<file path="src/rtl/core/bbmm_pkg.sv">
// Shared types, codes and note tables for the button box MIDI mapper.
// No dependencies; used by bbmm_note_unit and button_box_midi_mapper.
package bbmm_pkg;

	localparam int TREBLE_ROWS    = 3;
	localparam int TREBLE_COLUMNS = 11;
	localparam int BASS_COUNT     = 12;
	localparam int KEY_COUNT      = 5;

	// event opcodes
	localparam logic [2:0] OP_TREBLE_PRESS   = 3'd0;
	localparam logic [2:0] OP_TREBLE_RELEASE = 3'd1;
	localparam logic [2:0] OP_BASS_PRESS     = 3'd2;
	localparam logic [2:0] OP_BASS_RELEASE   = 3'd3;
	localparam logic [2:0] OP_BELLOWS_IN     = 3'd4;
	localparam logic [2:0] OP_BELLOWS_OUT    = 3'd5;
	localparam logic [2:0] OP_CLEAR          = 3'd6;

	// message kinds
	localparam logic [1:0] KIND_ON  = 2'd0;
	localparam logic [1:0] KIND_OFF = 2'd1;
	localparam logic [1:0] KIND_ALL = 2'd2;

	localparam logic [1:0] CH_BASS = 2'd3;

	// register indexes
	localparam logic [1:0] CFG_TUNING_KEY     = 2'd0;
	localparam logic [1:0] CFG_REVERSE_LAYOUT = 2'd1;
	localparam logic [1:0] CFG_NOTE_VELOCITY  = 2'd2;

	localparam logic [2:0] KEY_MAX = 3'd4;

	typedef struct packed {
		logic [2:0] opcode;
		logic [1:0] row;
		logic [3:0] column;
		logic [3:0] bass_button;
	} bbmm_evt_t;

	typedef struct packed {
		logic [1:0] msg_kind;
		logic [1:0] channel;
		logic [6:0] note;
		logic [6:0] velocity;
		logic       last;
	} bbmm_msg_t;

	typedef enum logic [1:0] {
		ST_IDLE,
		ST_TREBLE,
		ST_BASS,
		ST_FLUSH
	} bbmm_state_t;

	// one note lookup: a treble position or a bass chord tone
	typedef struct packed {
		logic       is_bass;
		logic [1:0] row;
		logic [3:0] column;
		logic [3:0] bass;
		logic       tone;
		logic       bellows;
		logic [2:0] key;
		logic       reverse;
	} bbmm_note_req_t;

	// [mapped column][bellows]
	localparam logic [6:0] BASE_NOTE [TREBLE_COLUMNS][2] = '{
		'{7'd52, 7'd57}, '{7'd55, 7'd59}, '{7'd60, 7'd62}, '{7'd64, 7'd65},
		'{7'd67, 7'd69}, '{7'd72, 7'd71}, '{7'd76, 7'd74}, '{7'd79, 7'd77},
		'{7'd84, 7'd81}, '{7'd88, 7'd83}, '{7'd91, 7'd86}
	};

	// [key][row]
	localparam logic signed [3:0] ROW_OFFSET [KEY_COUNT][TREBLE_ROWS] = '{
		'{ 4'sd3, -4'sd2, -4'sd7},
		'{ 4'sd5,  4'sd0, -4'sd5},
		'{ 4'sd7,  4'sd2, -4'sd3},
		'{ 4'sd7,  4'sd2,  4'sd1},
		'{ 4'sd1,  4'sd0, -4'sd1}
	};

	// [key][button][bellows][tone]
	localparam logic [6:0] CHORD [KEY_COUNT][BASS_COUNT][2][2] = '{
		'{
			'{'{7'd41, 7'd53}, '{7'd36, 7'd48}}, '{'{7'd65, 7'd60}, '{7'd60, 7'd67}},
			'{'{7'd38, 7'd50}, '{7'd43, 7'd55}}, '{'{7'd62, 7'd69}, '{7'd67, 7'd62}},
			'{'{7'd46, 7'd58}, '{7'd41, 7'd53}}, '{'{7'd70, 7'd65}, '{7'd65, 7'd60}},
			'{'{7'd43, 7'd55}, '{7'd36, 7'd48}}, '{'{7'd67, 7'd62}, '{7'd60, 7'd67}},
			'{'{7'd39, 7'd51}, '{7'd46, 7'd58}}, '{'{7'd63, 7'd70}, '{7'd70, 7'd65}},
			'{'{7'd44, 7'd56}, '{7'd44, 7'd56}}, '{'{7'd68, 7'd63}, '{7'd68, 7'd63}}
		},
		'{
			'{'{7'd43, 7'd55}, '{7'd38, 7'd50}}, '{'{7'd67, 7'd62}, '{7'd62, 7'd69}},
			'{'{7'd40, 7'd52}, '{7'd45, 7'd57}}, '{'{7'd64, 7'd71}, '{7'd69, 7'd64}},
			'{'{7'd36, 7'd48}, '{7'd43, 7'd55}}, '{'{7'd60, 7'd67}, '{7'd67, 7'd62}},
			'{'{7'd45, 7'd57}, '{7'd38, 7'd50}}, '{'{7'd69, 7'd64}, '{7'd62, 7'd69}},
			'{'{7'd41, 7'd53}, '{7'd36, 7'd48}}, '{'{7'd65, 7'd60}, '{7'd60, 7'd67}},
			'{'{7'd46, 7'd58}, '{7'd46, 7'd58}}, '{'{7'd70, 7'd65}, '{7'd70, 7'd65}}
		},
		'{
			'{'{7'd45, 7'd57}, '{7'd40, 7'd52}}, '{'{7'd69, 7'd64}, '{7'd64, 7'd71}},
			'{'{7'd42, 7'd54}, '{7'd47, 7'd59}}, '{'{7'd66, 7'd61}, '{7'd71, 7'd66}},
			'{'{7'd38, 7'd50}, '{7'd45, 7'd57}}, '{'{7'd62, 7'd69}, '{7'd69, 7'd64}},
			'{'{7'd47, 7'd59}, '{7'd40, 7'd52}}, '{'{7'd71, 7'd66}, '{7'd64, 7'd71}},
			'{'{7'd43, 7'd55}, '{7'd38, 7'd50}}, '{'{7'd67, 7'd62}, '{7'd62, 7'd69}},
			'{'{7'd36, 7'd48}, '{7'd36, 7'd48}}, '{'{7'd60, 7'd67}, '{7'd60, 7'd67}}
		},
		'{
			'{'{7'd45, 7'd57}, '{7'd40, 7'd52}}, '{'{7'd69, 7'd64}, '{7'd64, 7'd71}},
			'{'{7'd42, 7'd54}, '{7'd47, 7'd59}}, '{'{7'd66, 7'd61}, '{7'd71, 7'd66}},
			'{'{7'd38, 7'd50}, '{7'd45, 7'd57}}, '{'{7'd62, 7'd69}, '{7'd69, 7'd64}},
			'{'{7'd47, 7'd59}, '{7'd40, 7'd52}}, '{'{7'd71, 7'd66}, '{7'd64, 7'd71}},
			'{'{7'd43, 7'd55}, '{7'd38, 7'd50}}, '{'{7'd67, 7'd62}, '{7'd62, 7'd69}},
			'{'{7'd36, 7'd48}, '{7'd36, 7'd48}}, '{'{7'd60, 7'd67}, '{7'd60, 7'd67}}
		},
		'{
			'{'{7'd42, 7'd54}, '{7'd42, 7'd54}}, '{'{7'd47, 7'd59}, '{7'd47, 7'd59}},
			'{'{7'd40, 7'd52}, '{7'd40, 7'd52}}, '{'{7'd45, 7'd57}, '{7'd45, 7'd57}},
			'{'{7'd38, 7'd50}, '{7'd38, 7'd50}}, '{'{7'd43, 7'd55}, '{7'd43, 7'd55}},
			'{'{7'd36, 7'd48}, '{7'd36, 7'd48}}, '{'{7'd41, 7'd53}, '{7'd41, 7'd53}},
			'{'{7'd46, 7'd58}, '{7'd46, 7'd58}}, '{'{7'd39, 7'd51}, '{7'd39, 7'd51}},
			'{'{7'd44, 7'd56}, '{7'd44, 7'd56}}, '{'{7'd37, 7'd49}, '{7'd37, 7'd49}}
		}
	};

endpackage

</file>
<file path="src/rtl/core/bbmm_note_unit.sv">
// Shared note lookup: treble base note plus row offset, or a bass chord tone.
// Depends on bbmm_pkg for the tables and the request struct.
module bbmm_note_unit
	import bbmm_pkg::*;
(
	input  bbmm_note_req_t req,
	output logic [6:0]     note
);

	logic [2:0] key_c;
	logic [3:0] tk;
	logic [3:0] tk_m;
	logic [1:0] row_i;
	logic [3:0] bk;
	logic [7:0] sum;
	logic signed [3:0] offs;

	always_comb begin
		key_c = (req.key > KEY_MAX) ? KEY_MAX : req.key;
		row_i = (req.row == 2'd3) ? 2'd0 : req.row;

		// column mapping per row; rows 0 and 2 are one column short
		case (req.row)
			2'd0:    tk = req.reverse ? 4'd9 - req.column : req.column;
			2'd1:    tk = req.reverse ? 4'd10 - req.column : req.column;
			default: tk = req.reverse ? 4'd10 - req.column : req.column + 4'd1;
		endcase
		tk_m = (tk > 4'd10) ? tk - 4'd11 : tk;

		offs = ROW_OFFSET[key_c][row_i];
		sum  = {1'b0, BASE_NOTE[tk_m][req.bellows]} + {{4{offs[3]}}, offs};

		bk = req.reverse ? 4'd11 - req.bass : req.bass;
		if (bk > 4'd11)
			bk = bk - 4'd12;

		note = req.is_bass ? CHORD[key_c][bk][req.bellows][req.tone] : sum[6:0];
	end

endmodule

</file>
<file path="src/rtl/core/button_box_midi_mapper.sv">
// Top level of the button box MIDI mapper: event decode, held-button state,
// scan sequencer and output register. Depends on bbmm_pkg and bbmm_note_unit.
//
//   channel  signals                      direction  carries
//   evt      evt_valid/evt_ready/evt      in         one button or bellows request
//   msg      msg_valid/msg_ready/msg      out        one MIDI note message
//   cfg      cfg_we/cfg_index/cfg_data    in         register write, no wait
//
// A treble event is accepted, looked up and flushed; a bass event looks up both
//   chord tones first; a bellows change walks all 33 treble slots and 24 bass
//   chord tones through the one note unit, one slot per cycle unless stalled.
// A one-deep pending register holds the newest message so that the final one
//   can be marked last; the output register frees the scan from the consumer.
// Stalls: the scan waits on a held slot only when both pending and output are full.
// Reset clears held flags, bellows, config to defaults and all valid flags.
module button_box_midi_mapper
	import bbmm_pkg::*;
(
	input  logic       clk,
	input  logic       arst_n,
	input  logic       evt_valid,
	output logic       evt_ready,
	input  bbmm_evt_t  evt,
	output logic       msg_valid,
	input  logic       msg_ready,
	output bbmm_msg_t  msg,
	input  logic       cfg_we,
	input  logic [1:0] cfg_index,
	input  logic [6:0] cfg_data
);

	bbmm_state_t state_q, state_d;

	// configuration
	logic [2:0] key_q;
	logic       reverse_q;
	logic [6:0] velocity_q;

	// held state
	logic [TREBLE_COLUMNS-1:0] treble_held_q [TREBLE_ROWS];
	logic [BASS_COUNT-1:0]     bass_held_q;
	logic                      bellows_q;

	// sequencer cursor
	logic       single_q;   // one event's own notes, not a bellows rescan
	logic [1:0] kind_q;
	logic [1:0] row_q;
	logic [3:0] col_q;
	logic [3:0] bass_q;
	logic       tone_q;

	// pending and output messages
	logic      pend_valid_q;
	bbmm_msg_t pend_q;
	logic      msg_valid_q;
	bbmm_msg_t msg_q;

	// decode of the incoming request
	logic       evt_fire;
	logic       press;
	logic       tre_present;
	logic       tre_cur;
	logic       tre_change;
	logic       bass_change;
	logic       bellows_want;
	logic       bellows_change;
	logic       is_clear;
	bbmm_state_t evt_next;

	// scan step
	logic           out_free;
	logic           step_ok;
	logic           hit;
	logic           advance;
	logic           take_cand;
	logic           flush;
	bbmm_note_req_t nreq;
	logic [6:0]     cand_note;
	bbmm_msg_t      cand;
	bbmm_msg_t      all_msg;
	bbmm_msg_t      out_next;

	assign evt_ready = (state_q == ST_IDLE);
	assign evt_fire  = evt_valid && evt_ready;
	assign msg_valid = msg_valid_q;
	assign msg       = msg_q;

	always_comb begin
		press        = (evt.opcode == OP_TREBLE_PRESS) || (evt.opcode == OP_BASS_PRESS);
		tre_present  = (evt.row < 2'd3) && (evt.column < 4'd11) &&
		               ((evt.row == 2'd1) || (evt.column < 4'd10));
		tre_cur      = tre_present ? treble_held_q[evt.row][evt.column] : 1'b0;
		bellows_want = (evt.opcode == OP_BELLOWS_IN);
		tre_change   = 1'b0;
		bass_change  = 1'b0;
		bellows_change = 1'b0;
		is_clear     = 1'b0;
		evt_next     = ST_IDLE;
		unique case (evt.opcode)
			OP_TREBLE_PRESS, OP_TREBLE_RELEASE: begin
				tre_change = tre_present && (tre_cur != press);
				if (tre_change)
					evt_next = ST_TREBLE;
			end
			OP_BASS_PRESS, OP_BASS_RELEASE: begin
				bass_change = (evt.bass_button < 4'd12) &&
				              (bass_held_q[evt.bass_button] != press);
				if (bass_change)
					evt_next = ST_BASS;
			end
			OP_BELLOWS_IN, OP_BELLOWS_OUT: begin
				bellows_change = (bellows_q != bellows_want);
				if (bellows_change)
					evt_next = ST_TREBLE;
			end
			OP_CLEAR: begin
				is_clear = 1'b1;
				evt_next = ST_FLUSH;
			end
			default: evt_next = ST_IDLE;
		endcase
	end

	// note unit request always comes from the cursor
	always_comb begin
		nreq.is_bass = (state_q == ST_BASS);
		nreq.row     = row_q;
		nreq.column  = col_q;
		nreq.bass    = bass_q;
		nreq.tone    = tone_q;
		nreq.bellows = bellows_q;
		nreq.key     = key_q;
		nreq.reverse = reverse_q;
	end

	bbmm_note_unit u_note (
		.req  (nreq),
		.note (cand_note)
	);

	always_comb begin
		cand.msg_kind = single_q ? kind_q : KIND_ON;
		cand.channel  = (state_q == ST_BASS) ? CH_BASS : row_q;
		cand.note     = cand_note;
		cand.velocity = velocity_q;
		cand.last     = 1'b0;

		all_msg.msg_kind = KIND_ALL;
		all_msg.channel  = 2'd0;
		all_msg.note     = 7'd0;
		all_msg.velocity = 7'd0;
		all_msg.last     = 1'b0;
	end

	// sequencer
	always_comb begin
		out_free  = !msg_valid_q || msg_ready;
		step_ok   = !pend_valid_q || out_free;
		state_d   = state_q;
		advance   = 1'b0;
		take_cand = 1'b0;
		flush     = 1'b0;
		hit       = 1'b0;
		unique case (state_q)
			ST_IDLE: begin
				if (evt_fire)
					state_d = evt_next;
			end
			ST_TREBLE: begin
				hit = single_q ||
				      (((row_q == 2'd1) || (col_q != 4'd10)) && treble_held_q[row_q][col_q]);
				if (!hit || step_ok) begin
					advance   = 1'b1;
					take_cand = hit;
					if (single_q)
						state_d = ST_FLUSH;
					else if ((row_q == 2'd2) && (col_q == 4'd10))
						state_d = ST_BASS;
				end
			end
			ST_BASS: begin
				hit = single_q || bass_held_q[bass_q];
				if (!hit || step_ok) begin
					advance   = 1'b1;
					take_cand = hit;
					if (tone_q && (single_q || (bass_q == 4'd11)))
						state_d = ST_FLUSH;
				end
			end
			ST_FLUSH: begin
				if (out_free) begin
					flush   = 1'b1;
					state_d = ST_IDLE;
				end
			end
			default: state_d = ST_IDLE;
		endcase
	end

	// pending message moves out; only the flush marks it last
	always_comb begin
		out_next      = pend_q;
		out_next.last = flush;
	end

	always_ff @(posedge clk or negedge arst_n) begin
		if (!arst_n)
			state_q <= ST_IDLE;
		else
			state_q <= state_d;
	end

	// config and held state
	always_ff @(posedge clk or negedge arst_n) begin
		if (!arst_n) begin
			key_q       <= 3'd2;
			reverse_q   <= 1'b0;
			velocity_q  <= 7'd127;
			for (int i = 0; i < TREBLE_ROWS; i++)
				treble_held_q[i] <= '0;
			bass_held_q <= '0;
			bellows_q   <= 1'b0;
		end else begin
			if (cfg_we) begin
				unique case (cfg_index)
					CFG_TUNING_KEY:     key_q      <= cfg_data[2:0];
					CFG_REVERSE_LAYOUT: reverse_q  <= cfg_data[0];
					CFG_NOTE_VELOCITY:  velocity_q <= cfg_data;
					default: ;
				endcase
			end
			if (evt_fire) begin
				if (tre_change)
					treble_held_q[evt.row][evt.column] <= press;
				if (bass_change)
					bass_held_q[evt.bass_button] <= press;
				if (bellows_change)
					bellows_q <= bellows_want;
				if (is_clear)
					for (int i = 0; i < TREBLE_ROWS; i++)
						treble_held_q[i] <= '0;
			end
		end
	end

	// cursor and valid flags
	always_ff @(posedge clk or negedge arst_n) begin
		if (!arst_n) begin
			single_q     <= 1'b0;
			kind_q       <= KIND_ON;
			row_q        <= '0;
			col_q        <= '0;
			bass_q       <= '0;
			tone_q       <= 1'b0;
			pend_valid_q <= 1'b0;
			msg_valid_q  <= 1'b0;
		end else begin
			if (evt_fire) begin
				single_q <= !bellows_change;
				kind_q   <= press ? KIND_ON : KIND_OFF;
				row_q    <= bellows_change ? 2'd0 : evt.row;
				col_q    <= bellows_change ? 4'd0 : evt.column;
				bass_q   <= evt.bass_button;
				tone_q   <= 1'b0;
				if (bellows_change || is_clear)
					pend_valid_q <= 1'b1;
			end else if (advance) begin
				if (state_q == ST_TREBLE) begin
					if (col_q == 4'd10) begin
						col_q <= 4'd0;
						row_q <= row_q + 2'd1;
					end else begin
						col_q <= col_q + 4'd1;
					end
					if (!single_q) begin
						bass_q <= 4'd0;
						tone_q <= 1'b0;
					end
				end else begin
					tone_q <= !tone_q;
					if (tone_q)
						bass_q <= bass_q + 4'd1;
				end
			end

			if (take_cand)
				pend_valid_q <= 1'b1;
			else if (flush)
				pend_valid_q <= 1'b0;

			if (flush || (take_cand && pend_valid_q))
				msg_valid_q <= 1'b1;
			else if (msg_ready)
				msg_valid_q <= 1'b0;
		end
	end

	// message payload
	always_ff @(posedge clk) begin
		if (evt_fire && (bellows_change || is_clear))
			pend_q <= all_msg;
		else if (take_cand)
			pend_q <= cand;

		if (flush || (take_cand && pend_valid_q))
			msg_q <= out_next;
	end

`ifndef SYNTH
	a_flush_has_pending: assert property (@(posedge clk) disable iff (!arst_n)
		(state_q == ST_FLUSH) |-> pend_valid_q)
		else $error("flush state without a pending message");

	a_bellows_all_off: assert property (@(posedge clk) disable iff (!arst_n)
		(evt_fire && bellows_change) |=> (pend_valid_q && (pend_q.msg_kind == KIND_ALL)))
		else $error("bellows change did not queue all-notes-off");

	a_clear_releases: assert property (@(posedge clk) disable iff (!arst_n)
		(evt_fire && (evt.opcode == OP_CLEAR)) |=>
		((treble_held_q[0] == '0) && (treble_held_q[1] == '0) && (treble_held_q[2] == '0)))
		else $error("clear left treble buttons held");

	a_all_off_fields: assert property (@(posedge clk) disable iff (!arst_n)
		(msg_valid && (msg.msg_kind == KIND_ALL)) |->
		((msg.note == 7'd0) && (msg.velocity == 7'd0) && (msg.channel == 2'd0)))
		else $error("all-notes-off with nonzero fields");
`endif

endmodule
</file>
<file path="config.mk">
export PLATFORM = sky130hd
export DESIGN_NAME = button_box_midi_mapper
export DESIGN_NICKNAME = d
export VERILOG_FILES = /design/src/rtl/core/bbmm_pkg.sv /design/src/rtl/core/bbmm_note_unit.sv /design/src/rtl/core/button_box_midi_mapper.sv
export SDC_FILE = /design/constraint.sdc
export NUM_CORES = 1
export LEC_CHECK = 0
export BUFFER_PORTS_ARGS = -buffer_cell sky130_fd_sc_hd__buf_2
export CORE_MARGIN = 2
export CORE_UTILIZATION = 63
export DETAILED_ROUTE_END_ITERATION = 10
export GPL_TIMING_DRIVEN = 0
export PLACE_DENSITY_LB_ADDON = 0.2
export SYNTH_ARGS = -nofsm -noshare
export SYNTH_HDL_FRONTEND = slang
export SYNTH_HIERARCHICAL = 1
export SYNTH_SLANG_ARGS = --single-unit
</file>
<file path="constraint.sdc">
create_clock -name clk -period 5.55 [get_ports clk]
set_input_delay 0.2775 -clock clk [delete_from_list [all_inputs] [get_ports clk]]
set_output_delay 0.2775 -clock clk [all_outputs]
set_load 0.02 [all_outputs]
</file>
## After elaboration in Yosys (flattened, before gate mapping)

Memories as Yosys holds them, arrays and structs flattened.
Cells that the tools add are included.

- Muxes and demuxes: 108
- Bitwise gates (word level): 8
- Eq/ne operators: 28
- $lt $le $gt $ge: 22
- Reduce and logical (&&, ||, !) cells: 58
- $add $sub $neg: 9

Operator list:

| cell | number |
|---|---|
| $mux 336 | 2 |
| $bmux 28 s4 | 1 |
| $mux 4 | 18 |
| $mux 14 | 5 |
| $mux 33 | 2 |
| $mux 28 | 2 |
| $mux 11 | 5 |
| $mux 7 | 7 |
| $bmux 11 s2 | 2 |
| $bwmux 33 | 1 |
| $mux 2 | 16 |
| $mux 1 | 30 |
| $mux 12 | 2 |
| $demux 11 s2 | 1 |
| $lt 4x5->1 const B | 4 |
| $reduce_and 2->1 | 9 |
| $bmux 1 s4 | 4 |
| $pmux 2 s4 | 2 |
| $logic_and 1x1->1 | 13 |
| $bwmux 12 | 1 |
| $logic_or 1x1->1 | 12 |
| $lt 4x4->1 const B | 3 |
| $sub 4x4->4 const A | 3 |
| $eq 2x2->1 const B | 5 |
| other kinds (40) | 83 |

- ROM bits: 3008
- Word-level logic and storage cells: 262
- Bits of input ports: 27
- Bits in registers: 112
- Memories kept: 3

Memory list:

| memory | words | bits a word | rd ports | clocked after memory_dff | write ports | line | RTL |
|---|---|---|---|---|---|---|---|
| (no name shown) | 8 | 336 | 1 | 0 | 0 | bbmm_note_unit.sv:37 | `note = req.is_bass ? CHORD[key_c][bk][req.bellows][req.tone] : sum[6:0];` |
| (no name shown) | 16 | 14 | 1 | 0 | 0 | bbmm_note_unit.sv:31 | `sum = {1'b0, BASE_NOTE[tk_m][req.bellows]} + {{4{offs[3]}}, offs};` |
| (no name shown) | 8 | 12 | 1 | 0 | 0 | bbmm_note_unit.sv:30 | `offs = ROW_OFFSET[key_c][row_i];` |

## Longest topological paths before layout

Gate-level depths: netlist of run 1.

- Word-level depth: 16
- Gate-level depth with buffers: 26
- Gate-level depth less buffers: 25

## Modules after synthesis

The synthesis of run 1 kept the hierarchy.

By module, submodules not included:

| module | area each (µm²) | cells an instance | instances | sequential area each (µm²) |
|---|---|---|---|---|
| button_box_midi_mapper | 6226.0 | 616 | 1 | 2792.7 |
| bbmm_note_unit | 3020.4 | 465 | 1 | 0.0 |

## Worst setup path after synthesis of run 1

OpenSTA, ideal clock, no wires.

- Path type: register to register
- From: reg col_q[1]
- To: reg pend_q, in the netlist out_next[14]
- Stages on the path, launching flop included: 25
- Path buffers: 0
- Arrival: 4.574 ns
- Path slack: 0.848 ns
- Cells stage by stage: dfrtp_1 -> ha_1 -> nor2b_1 -> o32ai_1 -> nor2_1 -> ha_1 -> nor3_1 -> o21ai_0 -> xnor2_1 -> ha_1 -> a21oi_1 -> o31ai_2 -> o21ai_0 -> ha_1 -> inv_1 -> fa_1 -> inv_1 -> a21o_1 -> a21oi_1 -> o21ai_0 -> xnor2_1 -> xnor2_1 -> mux2i_1 -> mux2i_1 -> nor2_1

RTL lines:

| what | line | RTL |
|---|---|---|
| start, declared | button_box_midi_mapper.sv:48 | `logic [3:0] col_q;` |
| start signal, assigned | button_box_midi_mapper.sv:262 | `col_q <= bellows_change ? 4'd0 : evt.column;` |
| start signal, assigned | button_box_midi_mapper.sv:273 | `col_q <= col_q + 4'd1;` |
| end signal, assigned | button_box_midi_mapper.sv:301 | `pend_q <= all_msg;` |
| end signal, assigned | button_box_midi_mapper.sv:303 | `pend_q <= cand;` |
| end, declared | button_box_midi_mapper.sv:54 | `bbmm_msg_t pend_q;` |

==> results by group, run 1 <==
Setup path
  – WP data arrival: 5.35 ns
  – Worst setup SP type: register
  – Worst EP required: 5.80 ns
  – Crit. End Element: register
  – CP Launch Point: col_q[1]
  – Crit-path max cell delay: 0.50 ns
  – CP max FO: 7
  – Worst reg2reg path startpoint: col_q[1]
  – CP max-delay cell: dfrtp_2
  – Slack of the worst reg-to-reg path: 0.45 ns
  – Critical Setup Path Class: register to register

Die
  – Die area: roughly 16000 sq um
  – FP Rows: 44
  – Io pins: 48
  – Core ar.: 14400 sq um
  – Die height: approximately 130 um
  – Die width: 125 um
  – Initial Utilization: 0.641

Logic synthesis
  – Syn Area/Cell: 8.55 sq um
  – Number of synthesized flops with an enable pin: 19
  – Synth area leader: dfrtp_1
  – Mapped Nets: 1142
  – Synth warnings: 6
  – Synth area leaders: dfrtp_1, mux2i_1, edfxtp_1, nand2_1, ha_1
  – Register area share after synthesis: 0.302
  – FFs w/ async S/R, synth: 0.667
  – Mapped cell area: 9250 sq um
  – Synth cell count leaders: nand2_1, nor2_1, o21ai_0, mux2i_1, dfrtp_1
  – Synth top area share: 0.179
  – Mapped Cells: 1081
  – Yosys reg bits: 111
  – Cell with the most instances after synthesis: nand2_1
  – Main synth FF type: dfrtp_1
  – Netlist cell types: 95

Global route
  – Met1 GRT Util: 0.453
  – Pin count of the biggest net entering global routing: 54
  – Met2 Use GR: 0.568
  – Congestion Overflow GR: 0
  – Initial antenna violation count: 0
  – Total global-route track usage: 0.347
  – Most Crowded Layer GR: met2
  – Vias in the first global route: around 8400
  – Met3 usage: 0.0668
  – First-pass GRT wire length: 43900 um

Power and ir drop
  – Pwr Density: 669 nW/um^2
  – Worst VDD drop: 544 uV
  – LEAKAGE: around 0.0042 uW

CTS
  – Clk Latency, worst-skew pair: 0.37 ns
  – Clk root buf: clkbuf_16
  – Clock Path Buffers: 2
  – CTS tree: built
  – CTS clk-pin slew, worst paths: 0.08 ns
  – Num CTS Buffers: 9
  – H-tree depth: 3
  – CTS Sinks: 111

Finish
  – Syn-to-layout area delta: 9.73%
  – Final non-filler cell area: 10100 sq um
  – Layout cell share with drive strength beyond 1: 0.162
  – Ant diodes: 0
  – NumNets Final: between 1000 and 1500

Timing
  – Worst Skew: 0.0108 ns
  – Tcrit/Tclk final: 0.919
  – Setup TNS Final: 0 ns
  – Final-report hold violation count: 0
  – Worst-Margin Slew: around 0.83 ns
  – Slew Limit Headroom: 0.432
  – Final critical-path required period: 5.10 ns
  – Hold Slack: 0.139 ns
  – F_max: 0.196 GHz
  – Final setup viols: 0
  – Fin. max-slew vios: 0

Drt
  – DRC Markers: 0
  – Post-route ant nets: 0
  – Pre-Repair DR Iteration Count: 8
  – Iteration-0 DRC count of the detailed router: ~1100
  – WL/cell: between 20 and 25 um
  – Vias per cell: 6.68
  – Vias: 8885
  – Wirelength, routed: 27200 um

Min path
  – Hold crit path type: primary input to register
  – Hold Crit Start: cfg_data[5]

Place
  – IO buf count: 42
  – Placed Area: 9720 sq um
  – Detailed placement HPWL: 20400 um
  – GP Congestion: 0.987

Job
  – Max-Cap Viols: 0

Status
  – Status: finished, final reports clean
[layout by cell type (no fill, tap or decap), types with 7 or more instances in the layout]
cell type  instances
nand4_1            8
o211ai_1          14
nor2_1            78
dfrtp_1           63
buf_2             65
inv_1             32
nor4_1             7
nor3_1            25
mux2_2            31
mux4_2            11
and2_1            10
dfstp_2            8
xnor2_1           22
nand2_1          122
ha_1              31
a21oi_1           53
o21ai_0           76
nand2b_1          21
a31oi_1           16
dfxtp_1           18
o21ai_1           21
a211oi_1          10
o22ai_1           11
buf_4              9
a221oi_1          15
o31ai_1            8
edfxtp_1          19
clkbuf_16          9
nand3_1           29
mux2i_1           68
nor3b_1            8
clkbuf_1          45
nor2b_1           16
[critical path, delay by kind of cell, from the launching register on]
family / cells / cell delay, ns
adder cells (fa/ha/maj): 5 / 1.41
AO/OA/AOI/OAI: 7 / 1.16
AND/OR/NAND/NOR: 5 / 0.65
XOR/XNOR: 3 / 0.64
flip-flops: 1 / 0.50
multiplexers: 2 / 0.33
buffers and inverters: 3 / 0.28
[per-layer routing]
layer | part of all wire | wire, um
met4 | 0.041 | 1120
met3 | 0.082 | 2230
met1 | 0.41 | 11100
met5 | 0 | 0
met2 | 0.47 | 12800
[layout make-up]
cell class | count | area (sq um)
inverter | 36 | 135
fill | 1172 | 4280
tap | 184 | 230
multi-input combinational | 854 | 6020
sequential | 111 | 2800
buffer | 80 | 375
clock buffer | 9 | 225
clock inverter | 7 | 75.1
timing repair buffer | 49 | 288
[logic make-up after synthesis]
group,synth area share
buffers and inverters,0.0552
muxes,0.143
DFF,0.302
adders and majority gates,0.0468
and+or+nand+nor,0.192
AOI/OAI and AO/OA,0.230
xor gates and xnor gates,0.0307
[sequential cells by signal, summed over array words and instances (netlist names), 3 cells and up]
name / count
out_next: 18
velocity_q: 7
bass_q: 4
col_q: 4
bass_held_q: 12
key_q: 3
msg: 19
treble_held_q: 33
[path summary, 6_finish.rpt]
path                                     to  depth (start not counted)
min reg2reg                          msg[2]                          0
max reg2reg                    out_next[14]                         25
max in group asynchronous     velocity_q[4]                          3
min                           velocity_q[5]                          2
min in group asynchronous  treble_held_q[7]                          2
max                            out_next[14]                         25
[stage by stage]
step | utilization | worst slack [ns] | power [uW] | instances
after floorplan | - | 0.848 | 4630 | 1081
after global placement | 0.672 | -0.0648 | 5810 | 1307
after detailed placement | 0.674 | -0.220 | 5880 | 1308
after CTS | 0.697 | 0.0610 | 6580 | 1325
after global routing | 0.703 | -0.0108 | 7280 | 1330
final | 0.703 | 0.452 | 6790 | 1330
[repair_timing]
action,4_1_cts,5_1_grt
gates resized for setup,5,10
hold endpoints to repair,21,0
pin swaps,0,3
setup endpoints to repair,1,1
setup buffers,0,5
hold buffers,1,0
[power breakdown]
group / internal (uW) / total [uW] / switching [uW]
clock network: 321 / 658 / 337
registers: 1110 / 1330 / 221
logic: 1870 / 4810 / 2930
Power figures use the tool's default switching activity.
==> run 2, diff against run 1 <==
- SYNTH_HIERARCHICAL: 1 -> unset
==> run 2 against run 1 <==
Compared with the run above: register-to-register slack lost 0.18 ns; first-iteration DRC count shrank 6.4%; clock skew shrank 0.00076 ns; global-route usage shrank 0.33 points; critical endpoint unchanged; sequential share of layout area grew 1.4 points; clock power shrank 3%; fmax shrank 3.4%; design area shrank 5.0%.
==> results by group, run 2 <==
Status
  – Status: finished, final reports clean

CTS
  – Clk root buf: clkbuf_16
  – H-tree depth: 3 (unchanged)
  – CTS clk-pin slew, worst paths: 0.08 ns (about the same)
  – Clk Latency, worst-skew pair: 0.36 ns (about the same)
  – CTS Sinks: 111 (unchanged)
  – Clock Path Buffers: 2 (unchanged)
  – CTS tree: built
  – Num CTS Buffers: 9 (unchanged)

Drt
  – Iteration-0 DRC count of the detailed router: 1056 (-6.4%)
  – Vias per cell: 6.73 (+0.74%)
  – WL/cell: 20.4 um (-0.58%)
  – Vias: 8224 (-7.4%)
  – Wirelength, routed: 24900 um (-8.6%)
  – DRC Markers: 0 (unchanged)
  – Post-route ant nets: 0 (unchanged)
  – Pre-Repair DR Iteration Count: 6 (-2)

Global route
  – Total global-route track usage: 0.344 (-0.00332)
  – Vias in the first global route: 7809 (-7.3%)
  – Congestion Overflow GR: 0 (unchanged)
  – Pin count of the biggest net entering global routing: 60 (+11%)
  – First-pass GRT wire length: 39900 um (-9.1%)
  – Initial antenna violation count: 0 (unchanged)

Finish
  – Fillers: 1012 (-14%)
  – Top reg by flops: treble_held_q
  – Most common cell after layout, fill and taps aside: nand2_1
  – Max FFs per register: 33 (unchanged)
  – Ant diodes: 0 (unchanged)
  – Final non-filler cell area: 9640 sq um (-5.0%)
  – Commonest non-fill, non-tap cells in the layout: nand2_1, nor2_1, dfrtp_1
  – Non-filler cells, final: 1222 (-8.1%)
  – Syn-to-layout area delta: 11.2%
  – NumNets Final: 1105 (-8.1%)
  – Layout cell share with drive strength beyond 1: 0.181 (+0.0184)

Setup path
  – CP max FO: 10 (+3)
  – Worst EP required: 5.83 ns (+0.03 ns)
  – Crit. End Element: register
  – WP data arrival: 5.56 ns (+0.21 ns)
  – Critical Setup Path Class: register to register
  – Worst setup SP type: register

Timing
  – Final setup viols: 0 (unchanged)
  – Worst-Margin Slew: 0.820 ns (-0.00929 ns)
  – Tcrit/Tclk final: 0.951 (+0.0325)
  – Unrepaired setup endpoints after global routing: yes
  – Slew Limit Headroom: 0.452 (+0.0207)
  – F_max: 0.189 GHz (-3.4%)
  – Fin. max-slew vios: 0 (unchanged)
  – Worst Skew: 0.0101 ns (-0.000764 ns)
  – Setup ws final: 0.272 ns (-0.180 ns)
  – Final-report hold violation count: 0 (unchanged)
  – Final critical-path required period: 5.28 ns (+0.180 ns)

Logic synthesis
  – Mapped Nets: 1037 (-9.2%)
  – Synth top area share: 0.191 (+0.0119)
  – Netlist cell types: 90 (-5.3%)
  – Mapped Cells: 973 (-10%)
  – Compound-Gate Fraction of Synth Area: 0.221 (-0.00931)
  – FFs w/ async S/R, synth: 0.667 (unchanged)
  – Yosys reg bits: 111 (unchanged)
  – Synth area leader: dfrtp_1
  – Combinational family with the most area after synthesis: compound AO/OA/AOI/OAI gates
  – Main synth FF type: dfrtp_1
  – Number of synthesized flops with an enable pin: 19 (unchanged)
  – Post-Synth Adder-Cell Area: 0.0543 (+0.00746)
  – Synth area leaders: dfrtp_1, mux2i_1, edfxtp_1, ha_1, nand2_1
  – Cell with the most instances after synthesis: nand2_1
  – Post-Synth XOR/XNOR Area: 0.0270 (-0.00372)
  – Synth warnings: 0 (-6)
  – Register area share after synthesis: 0.322 (+0.0202)
  – Syn Area/Cell: 8.91 sq um (+4.1%)
  – Mux share of post-synthesis cell area: 0.127 (-0.0158)
  – Mapped cell area: 8670 sq um (-6.3%)
  – Synth Area in Simple Gates: 0.191 (-0.000745)
  – Synth cell count leaders: nand2_1, nor2_1, dfrtp_1, mux2i_1, clkbuf_1

Power and ir drop
  – Worst VDD drop: 563 uV (+3.5%)
  – Pwr Density: 698 nW/um^2 (+4.2%)
  – LEAKAGE: 0.00388 uW (-7.7%)

Place
  – DP Worst Slack: -1.07 ns (-0.846 ns)
  – IO buf count: 45 (+7.1%)
  – GP Congestion: 0.967 (-2.0%)
  – Detailed placement HPWL: 17900 um (-12%)
  – Placed cells: 1195 (-8.6%)
  – Placed Area: 9140 sq um (-5.9%)

Die
  – Io pins: 48 (unchanged)
  – Core ar.: 13300 sq um (-7.5%)
  – Die height: 121 um (-3.1%)
  – FP Rows: 42 (-4.5%)
  – Initial Utilization: 0.649 (+0.00828)
  – Die width: 121 um (-3.1%)
  – Die area: 14700 sq um (-6.1%)

Min path
  – Hold crit path type: primary input to register

Job
  – Max-Cap Viols: 0 (unchanged)
run 2: timing repair:
action / CTS / global route
endpoints found under the setup margin: 6 / 5
hold endpoints to repair: 15 / 0
hold buffers: 1 / 0
pin swaps: 1 / 8
setup buffers: 3 / 10
resized for setup: 16 / 13
run 2: stage by stage:
stage | power (uW) | utilization | hold slack, ns | TNS, ns
after floorplan | 4470 | - | -0.0181 | 0
after global placement | 5520 | 0.683 | 0.412 | -3.79
after detailed placement | 5570 | 0.685 | 0.156 | -4.05
after CTS | 6340 | 0.713 | 0.133 | 0
after global routing | 7180 | 0.722 | 0.138 | -0.169
final | 6730 | 0.722 | 0.138 | 0
run 2: layer usage:
layer  global-route usage  wire, um  vias to the layer above
li1                     -         -                     3755
met1                0.458     10300                     3936
met2                0.542     11400                      428
met3               0.0606      1900                      105
met4                0.166      1220                        0
met5                    0         0                        -
run 2: cell families (layout without fill, tap and decap cells):
kind of cell    after synthesis  after routing
flops                       111            111
buf+inv                     114            187
simple gates                328            328
compound gates              266            266
fa+ha+maj                    37             37
mux                          95             95
xor+xnor                     22             22
run 2: critical path, stage by stage (launching register included):
cell	delay, ns
dfrtp_2	0.43
buf_4	0.18
ha_1	0.22
clkbuf_4	0.19
nand2b_1	0.19
a21oi_4	0.15
or3_4	0.16
inv_1	0.06
ha_2	0.21
nor4_4	0.33
nor2_1	0.10
nor2_2	0.20
nand2_1	0.09
o21ai_2	0.11
inv_2	0.09
ha_1	0.24
a2111oi_4	0.31
nor3_1	0.11
ha_1	0.22
fa_1	0.42
a21oi_2	0.15
nor2_1	0.05
nor2_1	0.13
o21ai_0	0.12
xor2_1	0.16
xnor2_1	0.23
a2bb2oi_2	0.11
a211oi_2	0.23
run 2: worst paths after layout:
| kind | start | end | slack [ns] | cells after the start |
|---|---|---|---|---|
| hold reg to reg | out_next[17] | msg[17] | 0.43 | 0 |
| setup reg to reg | row_q[0] | out_next[14] | 0.27 | 27 |
| min in group asynchronous | arst_n | treble_held_q[6] | 0.32 | 2 |
| setup / recovery | row_q[0] | out_next[14] | 0.27 | 27 |
| hold / removal | cfg_data[1] | key_q[1] | 0.14 | 3 |
| max in group asynchronous | arst_n | velocity_q[2] | 4.62 | 3 |
run 2: layout make-up:
class	count	area [sq um]	share of cell area
clock inverters	6	62.6	0.00649
repair buffers	60	363	0.0376
multi-input cells	748	5470	0.568
well taps	176	220	0.0228
inverters	36	143	0.0148
flip-flops and latches	111	2800	0.290
plain buffers	75	354	0.0367
clock buffers	10	229	0.0238
run 2: report_power, final:
group          leakage (uW)  internal [uW]  switching (uW)  total [uW]
Combinational       0.00245           1870            3000        4870
Clock              0.000142            316             322         638
Sequential          0.00129           1080             136        1220
Total               0.00388           3270            3460        6730
